**src/design/ngga_pkg.sv**
```systemverilog
// Shared types, codes and constants for the GGA sentence field splitter.
package ngga_pkg;

    localparam int FIELD_W      = 4;
    localparam int LEN_W        = 4;
    localparam int HEADER_LEN   = 6;
    localparam int REPORT_CHARS = 10;

    localparam logic [7:0] CHAR_DOLLAR = 8'h24;
    localparam logic [7:0] CHAR_COMMA  = 8'h2C;

    // Work codes passed from the parser to the field store
    typedef enum logic [1:0] {
        OP_CHAR,
        OP_LEN,
        OP_EMIT
    } cmd_op_t;

    // pos holds the character position for OP_CHAR and the length otherwise
    typedef struct packed {
        cmd_op_t              op;
        logic [FIELD_W-1:0]   field;
        logic [LEN_W-1:0]     pos;
        logic [7:0]           data;
    } cmd_t;

    // Characters of "GPGGA," in order
    function automatic logic [7:0] header_char(input logic [2:0] idx);
        logic [7:0] c;
        unique case (idx)
            3'd0:    c = 8'h47;
            3'd1:    c = 8'h50;
            3'd2:    c = 8'h47;
            3'd3:    c = 8'h47;
            3'd4:    c = 8'h41;
            3'd5:    c = 8'h2C;
            default: c = 8'h00;
        endcase
        return c;
    endfunction

endpackage

```
**src/design/nmea_gga_field_splitter.sv**
```systemverilog
// Top level of the GGA sentence field splitter.
//
//   channel | direction | handshake           | payload
//   --------+-----------+---------------------+--------------------------------------
//   input   | in        | in_valid / in_stall | rx_byte
//   output  | out       | out_valid/out_stall | field_number, field_length, chars_*,
//           |           |                     | last_field
//
// The parser takes one byte per cycle while the four-entry command queue has room.
// A finished sentence is reported one field at a time; each field is read out of the
// character store one character at a time and is then shown for as long as out_stall holds it.
// The queue fills and in_stall rises during a burst.
// Reset clears the parse state, the queue and the burst sequencer; the stores need no clear.
module nmea_gga_field_splitter
    import ngga_pkg::*;
#(
    parameter int NUM_FIELDS  = 9,
    parameter int FIELD_CHARS = 10
)
(
    input  logic        clk,
    input  logic        rst_n,
    input  logic        in_valid,
    output logic        in_stall,
    input  logic [7:0]  rx_byte,
    output logic        out_valid,
    input  logic        out_stall,
    output logic [3:0]  field_number,
    output logic [3:0]  field_length,
    output logic [31:0] chars_zero_to_three,
    output logic [31:0] chars_four_to_seven,
    output logic [15:0] chars_eight_nine,
    output logic        last_field
);

    logic q_full;
    logic push_valid;
    cmd_t push_cmd;
    logic pop_valid;
    logic pop_ready;
    cmd_t pop_cmd;
    logic accept;

    // Stall input transactions while the queue is full
    assign in_stall = q_full;
    assign accept   = in_valid && !q_full;

    ngga_front #(
        .NUM_FIELDS  (NUM_FIELDS),
        .FIELD_CHARS (FIELD_CHARS)
    ) u_front (
        .clk        (clk),
        .rst_n      (rst_n),
        .accept     (accept),
        .rx_byte    (rx_byte),
        .push_valid (push_valid),
        .push_cmd   (push_cmd)
    );

    ngga_queue u_queue (
        .clk        (clk),
        .rst_n      (rst_n),
        .push_valid (push_valid),
        .push_cmd   (push_cmd),
        .full       (q_full),
        .pop_ready  (pop_ready),
        .pop_valid  (pop_valid),
        .pop_cmd    (pop_cmd)
    );

    ngga_back #(
        .NUM_FIELDS  (NUM_FIELDS),
        .FIELD_CHARS (FIELD_CHARS)
    ) u_back (
        .clk                 (clk),
        .rst_n               (rst_n),
        .pop_valid           (pop_valid),
        .pop_cmd             (pop_cmd),
        .pop_ready           (pop_ready),
        .out_valid           (out_valid),
        .out_stall           (out_stall),
        .field_number        (field_number),
        .field_length        (field_length),
        .chars_zero_to_three (chars_zero_to_three),
        .chars_four_to_seven (chars_four_to_seven),
        .chars_eight_nine    (chars_eight_nine),
        .last_field          (last_field)
    );

endmodule

```
**src/design/ngga_front.sv**
```systemverilog
// Byte parser: hunts for the header, tracks fields and issues store commands.
module ngga_front
    import ngga_pkg::*;
#(
    parameter int NUM_FIELDS  = 9,
    parameter int FIELD_CHARS = 10
)
(
    input  logic       clk,
    input  logic       rst_n,
    input  logic       accept,
    input  logic [7:0] rx_byte,
    output logic       push_valid,
    output cmd_t       push_cmd
);

    localparam int FIW = $clog2(NUM_FIELDS);
    localparam int CW  = $clog2(FIELD_CHARS + 1);

    localparam logic [1:0] MODE_HUNT   = 2'd0;
    localparam logic [1:0] MODE_MATCH  = 2'd1;
    localparam logic [1:0] MODE_BUFFER = 2'd2;

    logic [1:0]     mode_reg, mode_next;
    logic [2:0]     match_reg, match_next;
    logic [FIW-1:0] field_reg, field_next;
    logic [CW-1:0]  char_reg, char_next;
    logic           hunt_check;

    // Classify the accepted byte and pick the next parse state
    always_comb
    begin
        mode_next  = mode_reg;
        match_next = match_reg;
        field_next = field_reg;
        char_next  = char_reg;
        hunt_check = 1'b0;
        push_valid = 1'b0;
        push_cmd   = '{op: OP_CHAR, field: FIELD_W'(field_reg), pos: LEN_W'(char_reg),
                       data: rx_byte};
        if (accept)
        begin
            priority if (mode_reg == MODE_MATCH)
            begin
                if (match_reg < 3'(HEADER_LEN) && rx_byte == header_char(match_reg))
                begin
                    match_next = match_reg + 3'd1;
                    if (match_reg == 3'(HEADER_LEN - 1))
                    begin
                        mode_next  = MODE_BUFFER;
                        field_next = '0;
                        char_next  = '0;
                    end
                end
                else
                begin
                    // recheck the failing byte as a possible start
                    hunt_check = 1'b1;
                end
            end
            else if (mode_reg == MODE_BUFFER)
            begin
                priority if (rx_byte == CHAR_DOLLAR)
                begin
                    mode_next = MODE_HUNT;
                end
                else if (rx_byte == CHAR_COMMA)
                begin
                    push_valid = 1'b1;
                    if (field_reg == FIW'(NUM_FIELDS - 1))
                    begin
                        push_cmd.op = OP_EMIT;
                        mode_next   = MODE_HUNT;
                    end
                    else
                    begin
                        push_cmd.op = OP_LEN;
                        field_next  = field_reg + 1'b1;
                        char_next   = '0;
                    end
                end
                else if (char_reg == CW'(FIELD_CHARS))
                begin
                    // field overflow: drop the sentence
                    mode_next = MODE_HUNT;
                end
                else
                begin
                    push_valid = 1'b1;
                    char_next  = char_reg + 1'b1;
                end
            end
            else
            begin
                hunt_check = 1'b1;
            end

            if (hunt_check)
            begin
                if (rx_byte == CHAR_DOLLAR)
                begin
                    mode_next  = MODE_MATCH;
                    match_next = '0;
                end
                else
                begin
                    mode_next = MODE_HUNT;
                end
            end
        end
    end

    // Hold parse state
    always_ff @(posedge clk or negedge rst_n)
    begin
        if (!rst_n)
        begin
            mode_reg  <= MODE_HUNT;
            match_reg <= '0;
            field_reg <= '0;
            char_reg  <= '0;
        end
        else
        begin
            mode_reg  <= mode_next;
            match_reg <= match_next;
            field_reg <= field_next;
            char_reg  <= char_next;
        end
    end

endmodule

```
**src/design/ngga_queue.sv**
```systemverilog
// Short command queue between the parser and the field store.
module ngga_queue
    import ngga_pkg::*;
(
    input  logic clk,
    input  logic rst_n,
    input  logic push_valid,
    input  cmd_t push_cmd,
    output logic full,
    input  logic pop_ready,
    output logic pop_valid,
    output cmd_t pop_cmd
);

    localparam int DEPTH = 4;
    localparam int PW    = $clog2(DEPTH);

    cmd_t            entry_reg [DEPTH];
    logic [PW-1:0]   wr_ptr_reg, wr_ptr_next;
    logic [PW-1:0]   rd_ptr_reg, rd_ptr_next;
    logic [PW:0]     count_reg, count_next;
    logic            do_push, do_pop;

    assign full      = (count_reg == (PW+1)'(DEPTH));
    assign pop_valid = (count_reg != '0);
    assign pop_cmd   = entry_reg[rd_ptr_reg];
    assign do_push   = push_valid && !full;
    assign do_pop    = pop_valid && pop_ready;

    // Advance pointers and occupancy
    always_comb
    begin
        wr_ptr_next = do_push ? wr_ptr_reg + 1'b1 : wr_ptr_reg;
        rd_ptr_next = do_pop ? rd_ptr_reg + 1'b1 : rd_ptr_reg;
        unique case ({do_push, do_pop})
            2'b10:   count_next = count_reg + 1'b1;
            2'b01:   count_next = count_reg - 1'b1;
            default: count_next = count_reg;
        endcase
    end

    always_ff @(posedge clk or negedge rst_n)
    begin
        if (!rst_n)
        begin
            wr_ptr_reg <= '0;
            rd_ptr_reg <= '0;
            count_reg  <= '0;
        end
        else
        begin
            wr_ptr_reg <= wr_ptr_next;
            rd_ptr_reg <= rd_ptr_next;
            count_reg  <= count_next;
        end
    end

    // Store the pushed command
    always_ff @(posedge clk)
    begin
        if (do_push)
        begin
            entry_reg[wr_ptr_reg] <= push_cmd;
        end
    end

endmodule

```
**src/design/ngga_back.sv**
```systemverilog
// Field store and burst sequencer: writes characters and lengths, reports fields.
module ngga_back
    import ngga_pkg::*;
#(
    parameter int NUM_FIELDS  = 9,
    parameter int FIELD_CHARS = 10
)
(
    input  logic        clk,
    input  logic        rst_n,
    input  logic        pop_valid,
    input  cmd_t        pop_cmd,
    output logic        pop_ready,
    output logic        out_valid,
    input  logic        out_stall,
    output logic [3:0]  field_number,
    output logic [3:0]  field_length,
    output logic [31:0] chars_zero_to_three,
    output logic [31:0] chars_four_to_seven,
    output logic [15:0] chars_eight_nine,
    output logic        last_field
);

    localparam int FIW   = $clog2(NUM_FIELDS);
    localparam int CW    = $clog2(FIELD_CHARS + 1);
    localparam int DEPTH = NUM_FIELDS * FIELD_CHARS;
    localparam int AW    = $clog2(DEPTH);
    localparam int RC    = (FIELD_CHARS < REPORT_CHARS) ? FIELD_CHARS : REPORT_CHARS;

    localparam logic [1:0] B_IDLE  = 2'd0;
    localparam logic [1:0] B_LOAD  = 2'd1;
    localparam logic [1:0] B_DRAIN = 2'd2;
    localparam logic [1:0] B_SHOW  = 2'd3;

    logic [7:0]       store_mem [DEPTH];
    logic [LEN_W-1:0] len_mem [NUM_FIELDS];

    logic [1:0]       state_reg, state_next;
    logic [FIW-1:0]   efield_reg, efield_next;
    logic [CW-1:0]    k_reg, k_next;
    logic             rd_pend_reg;
    logic [CW-1:0]    rd_pos_reg;
    logic [7:0]       rd_data_reg;
    logic [LEN_W-1:0] len_reg;
    logic [7:0]       char_buf_reg [REPORT_CHARS];
    logic [7:0]       shown [REPORT_CHARS];

    logic             do_pop;
    logic [FIW-1:0]   cmd_field;
    logic [AW-1:0]    wr_addr, rd_addr;

    assign pop_ready = (state_reg == B_IDLE);
    assign do_pop    = pop_valid && pop_ready;
    assign cmd_field = pop_cmd.field[FIW-1:0];
    assign wr_addr   = AW'(cmd_field * FIELD_CHARS) + AW'(pop_cmd.pos);
    assign rd_addr   = AW'(efield_reg * FIELD_CHARS) + AW'(k_reg);

    // Write characters and lengths, read one character per cycle
    always_ff @(posedge clk)
    begin
        if (do_pop && pop_cmd.op == OP_CHAR)
        begin
            store_mem[wr_addr] <= pop_cmd.data;
        end
        if (do_pop && (pop_cmd.op == OP_LEN || pop_cmd.op == OP_EMIT))
        begin
            len_mem[cmd_field] <= pop_cmd.pos;
        end
        rd_data_reg <= store_mem[rd_addr];
    end

    // Sequence the burst: load a field, then show it until taken
    always_comb
    begin
        state_next  = state_reg;
        efield_next = efield_reg;
        k_next      = k_reg;
        unique case (state_reg)
            B_IDLE:
            begin
                if (do_pop && pop_cmd.op == OP_EMIT)
                begin
                    state_next  = B_LOAD;
                    efield_next = '0;
                    k_next      = '0;
                end
            end
            B_LOAD:
            begin
                if (k_reg == CW'(RC - 1))
                begin
                    state_next = B_DRAIN;
                end
                else
                begin
                    k_next = k_reg + 1'b1;
                end
            end
            B_DRAIN:
            begin
                state_next = B_SHOW;
            end
            B_SHOW:
            begin
                if (!out_stall)
                begin
                    if (efield_reg == FIW'(NUM_FIELDS - 1))
                    begin
                        state_next = B_IDLE;
                    end
                    else
                    begin
                        state_next  = B_LOAD;
                        efield_next = efield_reg + 1'b1;
                        k_next      = '0;
                    end
                end
            end
            default:
            begin
                state_next = B_IDLE;
            end
        endcase
    end

    always_ff @(posedge clk or negedge rst_n)
    begin
        if (!rst_n)
        begin
            state_reg   <= B_IDLE;
            efield_reg  <= '0;
            k_reg       <= '0;
            rd_pend_reg <= 1'b0;
            rd_pos_reg  <= '0;
        end
        else
        begin
            state_reg   <= state_next;
            efield_reg  <= efield_next;
            k_reg       <= k_next;
            rd_pend_reg <= (state_reg == B_LOAD);
            rd_pos_reg  <= k_reg;
        end
    end

    // Capture read data into the character buffer and latch the length
    always_ff @(posedge clk)
    begin
        for (int i = 0; i < REPORT_CHARS; i++)
        begin
            if (i < RC && rd_pend_reg && rd_pos_reg == CW'(i))
            begin
                char_buf_reg[i] <= rd_data_reg;
            end
        end
        if (state_reg == B_DRAIN)
        begin
            len_reg <= len_mem[efield_reg];
        end
    end

    // Zero characters past the field length
    always_comb
    begin
        for (int i = 0; i < REPORT_CHARS; i++)
        begin
            shown[i] = (i < RC && 4'(i) < len_reg) ? char_buf_reg[i] : 8'h00;
        end
    end

    assign out_valid           = (state_reg == B_SHOW);
    assign field_number        = 4'(efield_reg);
    assign field_length        = len_reg;
    assign chars_zero_to_three = {shown[3], shown[2], shown[1], shown[0]};
    assign chars_four_to_seven = {shown[7], shown[6], shown[5], shown[4]};
    assign chars_eight_nine    = {shown[9], shown[8]};
    assign last_field          = (efield_reg == FIW'(NUM_FIELDS - 1));

endmodule

```
**config.mk**
```make
export PLATFORM = sky130hd
export DESIGN_NAME = nmea_gga_field_splitter
export DESIGN_NICKNAME = d
export VERILOG_FILES = /design/src/design/ngga_pkg.sv /design/src/design/nmea_gga_field_splitter.sv /design/src/design/ngga_front.sv /design/src/design/ngga_queue.sv /design/src/design/ngga_back.sv
export SDC_FILE = /design/constraint.sdc
export NUM_CORES = 1
export LEC_CHECK = 0
export CAP_MARGIN = 20
export CORE_ASPECT_RATIO = 0.8
export CORE_UTILIZATION = 34
export CTS_BUF_LIST = sky130_fd_sc_hd__clkbuf_16
export DETAILED_ROUTE_END_ITERATION = 10
export DONT_BUFFER_PORTS = 1
export GPL_ROUTABILITY_DRIVEN = 0
export MAX_ROUTING_LAYER = met4
export PLACE_DENSITY = 0.59
export SLEW_MARGIN = 0
export SYNTH_ARGS = -nofsm -noshare
export SYNTH_HDL_FRONTEND = slang
export SYNTH_SLANG_ARGS = --single-unit
```
**constraint.sdc**
```tcl
create_clock -name clk -period 6 [get_ports clk]
set_input_delay 0.3 -clock clk [delete_from_list [all_inputs] [get_ports clk]]
set_output_delay 0.3 -clock clk [all_outputs]
set_load 0.03 [all_outputs]
```
Word-level counts from Yosys, hierarchy flattened:

Memory sizes are Yosys's and may differ from the RTL's. A register that Yosys moved wholly into a read port is not among the register bits.
Cells that the tools add are included.

* RAM bits: 908
* flip-flop bits (word level): 35
* memories kept: 4
* word-level logic and storage cells: 255

Memory list
* u_back.store_mem: words 90, bits a word 8, read ports 1, clocked after memory_dff 1, write ports 1, line ngga_back.sv:35 `logic [7:0] store_mem [DEPTH];`
* u_back.char_buf_reg: words 10, bits a word 8, read ports 10, clocked after memory_dff 0, write ports 1, line ngga_back.sv:45 `logic [7:0] char_buf_reg [REPORT_CHARS];`
* u_queue.entry_reg: words 4, bits a word 18, read ports 1, clocked after memory_dff 0, write ports 1, line ngga_queue.sv:18 `cmd_t entry_reg [DEPTH];`
* u_back.len_mem: words 9, bits a word 4, read ports 1, clocked after memory_dff 1, write ports 1, line ngga_back.sv:36 `logic [LEN_W-1:0] len_mem [NUM_FIELDS];`

* equality and inequality tests: 45
* mux-type cells: 123
* reductions and logical operators: 47
* add/subtract/negate cells: 11
* magnitude comparators: 11
* multiply operators: 2

Operators with widths (count)
* $mux 8: 21
* $mux 4: 28
* $reduce_or 8->1: 9
* $mux 1: 47
* $mux 2: 18
* $pmux 7 s4: 1
* $eq 4x4->1 const B: 6
* $logic_and 1x1->1: 17
* $add 4x1->4 const B: 4
* $eq 4x3->1 const B: 4
* $eq 8x6->1 const B: 2
* $lt 3x4->1 const A: 4
* $add 7x4->7: 2
* $reduce_and 7->1: 2
* $mul 4x3->6 const B: 2
* $mux 3: 4
* $ne 2x2->1 const B: 6
* $pmux 4 s3: 1
* $eq 2x2->1 const B: 5
* $eq 3x3->1 const B: 3
* $reduce_bool 3->1: 3
* $eq 2x1->1 const B: 4
* $eq 4x2->1 const B: 2
* $eq 8x8->1: 1
* 30 further kinds: 43

Depth between registers and ports, before layout:

Gate-level depths: netlist (run 1).

* depth in word-level cells: 14
* gate-level depth with buffers: 13

By module:

Synthesis (run 1) repeated with hierarchy kept, for this count alone.

* cell total of the unflattened synthesis: 2080
* area, all modules: 38739.7 µm²

By module, submodules not included
* ngga_back: area an instance 34301.6 µm², times used 1, cells an instance 1796
* ngga_queue: area an instance 3062.9 µm², times used 1, cells an instance 131
* ngga_front: area an instance 1361.3 µm², times used 1, cells an instance 152
* nmea_gga_field_splitter: area an instance 13.8 µm², times used 1, cells an instance 1

Least setup slack after synthesis (run 1):

Ideal clock, no wire load.

* path kind: register to register
* start point: register u_queue.rd_ptr_reg[0]
* end point: memory u_back.store_mem[24][0] (enable)
* library setup time: 0.370 ns
* stages on the path, launching flop included: 12
* data arrival time: 3.856 ns
* clock period less this slack: 4.226 ns
* path slack: 1.774 ns
* buffers on the path: 2
* required time: 5.630 ns
* cells stage by stage: dfrtp_1 buf_2 buf_1 mux4_2 ha_1 fa_1 a21oi_1 nor2b_1 xnor2_1 a21boi_1 nand2_1 nor2_1

RTL lines
* start, declared: line ngga_queue.sv:20 `logic [PW-1:0] rd_ptr_reg, rd_ptr_next;`
* start signal, assigned: line ngga_queue.sv:53 `rd_ptr_reg <= rd_ptr_next;`
* end, declared: line ngga_back.sv:35

Worst setup path in the final report (run 1):

* start point: register u_queue.rd_ptr_reg[0]
* end point: memory u_back.store_mem[23][0] (enable)

* word-level cells in the longest chain between the ends: 5
* elaborated cells on any way between the ends: 7

Ends and longest elaborated chain
* $mem_v2 4x18 (*)
* branches (longest 4 deep; another with $add 7x4->7)

Every way passes the cells marked *.

==> impl_metrics.yaml, run 1 <==
status:
  outcome: "completed"
worst_setup_path:
  crit_fanout: 11
  crit_chain: "mux4_2 -> ha_1 -> ha_1 -> fa_1 -> nand2_1 -> or3_1 -> a21boi_1 -> nand2_1 -> nor2_1"
  worstSetupPathType: "flop to flop"
  critPathLaunchType: "flop"
  critPathTopFamily: "simple AND/OR/NAND/NOR gates"
  r2r_slack_ps: 980
  critical_path_arrival_ps: 5320
  endpoint_kind: "flop"
  slowest_stage: "dfrtp_1"
  rr_endpoint: "u_back.store_mem[23][0]"
  required_ps: 6300
  rr_worst_depth: 9
  max_stage_delay_ps: 720
  rr_startpoint: "u_queue.rd_ptr_reg[0]"
  critical_path_buf_inv_count: 0
synthesis:
  yosysWarningCount: 0
  mappedNetlistNets: 2039
  ys_seq_area_frac: 0.742
  netlist_top_cells_area: "edfxtp_1 (71%), mux4_2 (13%), dfrtp_1 (2.3%)"
  synthFlopType: "edfxtp_1"
  yosysMostFrequentCell: "edfxtp_1"
  synth_top_cell_area_share: 0.715
  syn_area_per_cell_sq_um: 19.3
  synth-edff-count: 912
  synth_cell_types: 70
  synthArstFlopShare: 0.0366
  synth_cells: 1984
  ys_top_cells_by_count: "edfxtp_1 (912), mux4_2 (219), nor2_1 (146)"
  post-synth-top-area-cell: "edfxtp_1"
  ys_ff_latch: 955
  syn_area_sq_um: 38300
floorplanning:
  boundaryPins: 103
  die-area_sq_um: 114000
  core_area_sq_um: 111000
  rows: 109
  initial_core_util: 0.345
  die_w_microns: 377
  die_y_microns: 302
route:
  vias_per_cell: 5.34
  drtIter0Drc: 2075
  drc: 0
  num_vias: 19300
  wire_per_inst_microns: 25.8
  antenna_left: 0
  first_pass_iters: 5
  wl_mm: 93.2
global_routing:
  antenna_found_initial: 5
  grt_max_degree: 75
  grt_pass1_wl_mm: 136
  grt_overflow: 0
  track_usage: 0.169
  grt_pass1_vias: 19200
min_path:
  holdPathStages: 4
  holdPathEnd: "u_front.char_reg[2]"
  hold_class: "input pin to flop"
  hp-start: "rx_byte[3]"
cts:
  path_clk_slew_ps: 60
  clock-sinks: 955
  cts_root_buffer: "clkbuf_16"
  cts_made_buffers: 88
  ctsResizeCount: 0
  h-tree-depth: 3
  cts_tree: "built"
  insertion_delay_ps: 690
  clockBufferDepth: 3
layout:
  drive_above_1_share: 0.205
  largest_register_ffs: 720
  syn_to_final_growth_pct: 12.9
  finalNonFillerCells: 3619
  nets: 2098
timing:
  fin_crit_ps: 5020
  skew_ps: 33.8
  timing.fmax_mhz: 199
  post-route-period-util: 0.837
  setup_violations: 0
  hold_viol_final: 0
  slew_viol_final: 0
  tightestPinTransition_ps: 1130
  fin_setup_tns_ps: 0
  grt_setup_unrepaired: "false"
  relSlewSlack: 0.243
power:
  pwr_density_cell_nw_per_um2: 482
  ir_drop_uv: 368
  leakagePower_nw: 13.5
placed_design:
  dp_cells: 3437
  dp_hpwl_mm: 58.9
  io_buffer_count: 0
run:
  cap_violations: 0
[placed cells by master (no fill, tap or decap), drive strengths merged, types with 8 or more instances in the layout]
master       synthesis  final
a21oi               33     33
and2                42     42
buf                 56     45
bufinv               0     11
clkbuf              31     91
clkinv               0     39
dfrtp               35     35
dfxtp                8      8
dlygate4sd3          0     10
edfxtp             912    912
ha                  38     38
inv                 36     54
mux2                20     20
mux2i               39     39
mux4               219    219
nand2               95     95
nand2b              16     16
nand3               16     16
nor2               147    147
nor2b               54     54
nor3                17     17
o211ai               8      8
o21ai               30     30
xnor2                8      8
[worst min-delay path, cell delays in order]
cell	delay, ps
a2111o_1	120
a21oi_1	60
o21ai_0	70
a22o_1	130
[layout make-up]
class,count,area [sq um]
repair buffers,56,523
clock buffers,90,2250
flip-flops and latches,955,28400
inverters,36,135
well taps,1498,1870
clock inverters,74,696
multi-input cells,906,9330
diodes,4,10.0
fillers,9841,67900
[worst max-delay path by stage]
stage / startpoint / to / slack [ps] / cells after the start
floorplan: u_queue.rd_ptr_reg[0] / u_back.store_mem[24][0] / 1770 / 11
global placement: u_queue.rd_ptr_reg[0] / u_back.store_mem[17][1] / 1090 / 9
detailed placement: u_queue.rd_ptr_reg[0] / u_back.store_mem[21][0] / 950 / 9
CTS: u_queue.rd_ptr_reg[0] / u_back.store_mem[21][0] / 960 / 9
global route: u_queue.rd_ptr_reg[0] / u_back.store_mem[21][5] / 780 / 9
finish: u_queue.rd_ptr_reg[0] / u_back.store_mem[23][0] / 980 / 9
[through the flow]
stage / area (sq um) / hold WS, ps / utilization / setup slack [ps] / power, mW
finish: 43300 / 50.8 / 0.389 / 975 / 20.9
CTS: 43200 / 7.60 / 0.389 / 960 / 21.0
global route: 43300 / 53.9 / 0.389 / 775 / 21.6
floorplan: 38300 / 4.41 / - / 1770 / 12.9
detailed placement: 40100 / 5.14 / 0.361 / 952 / 15.3
global placement: 40100 / 5.85 / 0.361 / 1090 / 15.2
[power breakdown]
part	leakage [nW]	internal [mW]	total, mW	switching [mW]
logic	3.22	2.37	6.47	4.11
clock network	1.49	3.22	5.74	2.52
registers	8.74	8.35	8.64	0.295
total	13.5	13.9	20.9	6.92
[cells by family (layout without fill, tap and decap cells)]
logic type	Yosys count	in the layout	share of synthesized area
multiplexers	278	278	0.145
XOR/XNOR	14	14	0.00340
buffers and inverters	123	256	0.0158
other	0	4	0
AO/OA/AOI/OAI	144	144	0.0256
flip-flops	955	955	0.742
AND/OR/NAND/NOR	427	427	0.0538
adder cells (fa/ha/maj)	43	43	0.0150
[timing repair]
action	CTS	global route
hold endpoints to repair	82	0
setup buffers	0	0
hold buffers	11	0
[layer usage]
metal / GRT usage / wire, microns / vias to the layer above / part of all wire
li1: - / - / 8084 / -
met1: 0.238 / 41200 / 10300 / 0.44
met2: 0.240 / 41700 / 862 / 0.45
met3: 0.0486 / 8490 / 104 / 0.091
met4: 0.0442 / 1740 / 0 / 0.019
met5: - / 0 / - / 0
No activity file was read; power rests on OpenSTA's default activity.
==> inputs of run 2 (changes only) <==
- ABC_AREA: default -> 1
- PLACE_DENSITY: 0.59 -> 0.61
- clock period: 6 -> 4.39 ns (I/O delays scaled with it)
==> run 2 against run 1 <==
Total power rose by 66%. Via count rose by 36%. Critical path depth increased by 5. Highest routed layer unchanged. Clock skew down 4.2 ps. Die area rose by 5.8%. Core utilization shrank 0.054 points. Hold slack got worse by 20 ps. Count of clock-buffer cells in the layout rose by 5. Design area rose by 5.5%.
==> impl_metrics.yaml, run 2 <==
status:
  outcome: "completed"
global_routing:
  grt_pass1_vias: 25100
  grt_max_degree: 224
  track_usage: 0.172
  grt_pass1_wl_mm: 154
  grt_overflow: 0
  antenna_found_initial: 0
synthesis:
  ys_seq_area_frac: 0.701
  synth_top_cell_area_share: 0.675
  synth_cells: 3650
  syn_area_per_cell_sq_um: 11.1
  netlist_top_cells_area: "edfxtp_1 (68%), nand2_1 (8.4%), nand3_1 (5.4%)"
  synth-edff-count: 912
  mappedNetlistNets: 3705
  synthFlopType: "edfxtp_1"
  synthArstFlopShare: 0.0366
  ys_ff_latch: 955
  syn_area_sq_um: 40500
  ys_top_cells_by_count: "edfxtp_1 (912), nand2_1 (912), nor2_1 (451)"
  yosysWarningCount: 0
  post-synth-top-area-cell: "edfxtp_1"
  synth_cell_types: 44
run:
  cap_violations: 0
route:
  vias_per_cell: 5.00
  drtIter0Drc: 3005
  wire_per_inst_microns: 19.4
  wl_mm: 102
  drc: 0
  num_vias: 26300
  first_pass_iters: 6
  antenna_left: 0
layout:
  largest_register_ffs: 720
  final_cell_mix: "nand2_1 (912), edfxtp_1 (912), nor2_1 (442)"
  multi_input_area_sq_um: 10200
  utilization: 0.389
  diodes: 0
  fin_area_sq_um: 45600
  drive_above_1_share: 0.0703
  nets: 3709
  seq_area_sq_um: 28400
  finalNonFillerCells: 5266
  fill_cells: 11200
  syn_to_final_growth_pct: 12.5
timing:
  setup_violations: 0
  hold_viol_final: 0
  holdWs_ps: 30.7
  slew_viol_final: 0
  worst_slack_ps: 264
  timing.fmax_mhz: 242
  post-route-period-util: 0.940
  tightestPinTransition_ps: 1150
  fin_setup_tns_ps: 0
  grt_setup_unrepaired: "true"
  fin_crit_ps: 4130
  relSlewSlack: 0.235
  skew_ps: 29.7
power:
  pwr_density_cell_nw_per_um2: 759
  total_power_mw: 34.6
  ir_drop_uv: 1060
  leakagePower_nw: 17.2
cts:
  clockBufferDepth: 3
  path_clk_slew_ps: 70
  cts_tree: "built"
  clock-sinks: 955
  postCtsSetupBuffers: 0
  insertion_delay_ps: 680
  h-tree-depth: 3
  cts_made_buffers: 93
  cts_root_buffer: "clkbuf_16"
placed_design:
  dpl_cell_area_sq_um: 42500
  dp_cells: 5084
  io_buffer_count: 0
  dp_hpwl_mm: 59.6
  pre_cts_ws_ps: 263
floorplanning:
  die_w_microns: 388
  boundaryPins: 103
  die_y_microns: 311
  die-area_sq_um: 121000
  rows: 112
  initial_core_util: 0.345
  core_area_sq_um: 117000
worst_setup_path:
  critPathLaunchType: "flop"
  slowest_stage: "nor2_1"
  crit_chain: "buf_4 -> buf_4 -> nand2_1 -> a32oi_1 -> ha_1 -> ha_1 -> nand3_1 -> nand3_1 -> nand2_1 -> nor2_1 -> xor2_2 -> nor2_4 -> nand2_4 -> nor2_1"
  endpoint_kind: "flop"
  worstSetupPathType: "flop to flop"
  critical_path_arrival_ps: 4430
  required_ps: 4700
  max_stage_delay_ps: 550
  crit_fanout: 21
min_path:
  hold_class: "input pin to flop"
[run 2: cell types whose count changed in the layout (fill, tap and decap cells not counted), moves of 39 or more]
cell | previous run | this run
and2_1 | 42 | 0
inv_1 | 50 | 340
mux2i_1 | 39 | 0
mux4_2 | 219 | 0
nand2_1 | 95 | 912
nand3_1 | 16 | 438
nor2_1 | 146 | 442
nor2b_1 | 54 | 0
o21ai_0 | 29 | 178
[run 2: layout make-up]
cell class,count,share of cell area
Clock buffer,95,0.0521
Timing Repair Buffer,85,0.0191
Clock inverter,73,0.0131
Tap cell,1539,0.0422
Multi-Input combinational cell,2190,0.223
Inverter,329,0.0273
Sequential cell,955,0.623
[run 2: logic make-up after synthesis]
| group | count (synthesis) | synth area share |
|---|---|---|
| buffers and inverters | 505 | 0.0520 |
| adder cells (fa/ha/maj) | 43 | 0.0142 |
| AND/OR/NAND/NOR | 1844 | 0.188 |
| XOR/XNOR | 23 | 0.00599 |
| AO/OA/AOI/OAI | 280 | 0.0385 |
| flip-flops | 955 | 0.701 |
[run 2: metal layers]
metal / track usage / vias up / part of all wire
met4: 0.0418 / 0 / 0.018
met3: 0.0350 / 127 / 0.087
li1: - / 12400 / -
met2: 0.249 / 1030 / 0.44
met5: - / - / 0
met1: 0.247 / 12800 / 0.45
[run 2: timing repair]
| action | 4_1_cts | 5_1_grt |
|---|---|---|
| hold buffers | 13 | 0 |
| hold endpoints to repair | 75 | 0 |
| endpoints found under the setup margin | 0 | 62 |
| resized for setup | 0 | 9 |
[run 2: power breakdown]
part           internal [mW]  total (mW)  switching [mW]  leakage [nW]
combinational           3.51        14.6            11.1          6.96
sequential              11.8        12.2           0.369          8.71
clock                   4.40        7.81            3.41          1.55
total                   19.7        34.6            14.9          17.2
[run 2: final timing paths]
| check | to | slack [ps] | startpoint | cells past startpoint |
|---|---|---|---|---|
| worst max-delay path | u_back.store_mem[52][2] | 260 | u_queue.rd_ptr_reg[0] | 14 |
| worst min-delay path | u_front.mode_reg[0] | 30 | rx_byte[3] | 5 |
| worst max register to register | u_back.store_mem[52][2] | 260 | u_queue.rd_ptr_reg[0] | 14 |
| worst min register to register | u_queue.count_reg[1] | 490 | u_queue.count_reg[1] | 2 |
| max in group asynchronous | u_back.k_reg[0] | 2550 | rst_n | 5 |
| min in group asynchronous | u_queue.wr_ptr_reg[0] | 560 | rst_n | 3 |
[run 2: worst max-delay path, delay by kind of cell (launching register included)]
kind / cells / cell delay, ps
xor+xnor: 1 / 170
flops: 1 / 360
simple gates: 8 / 1720
buf+inv: 2 / 500
fa+ha+maj: 2 / 640
compound gates: 1 / 340
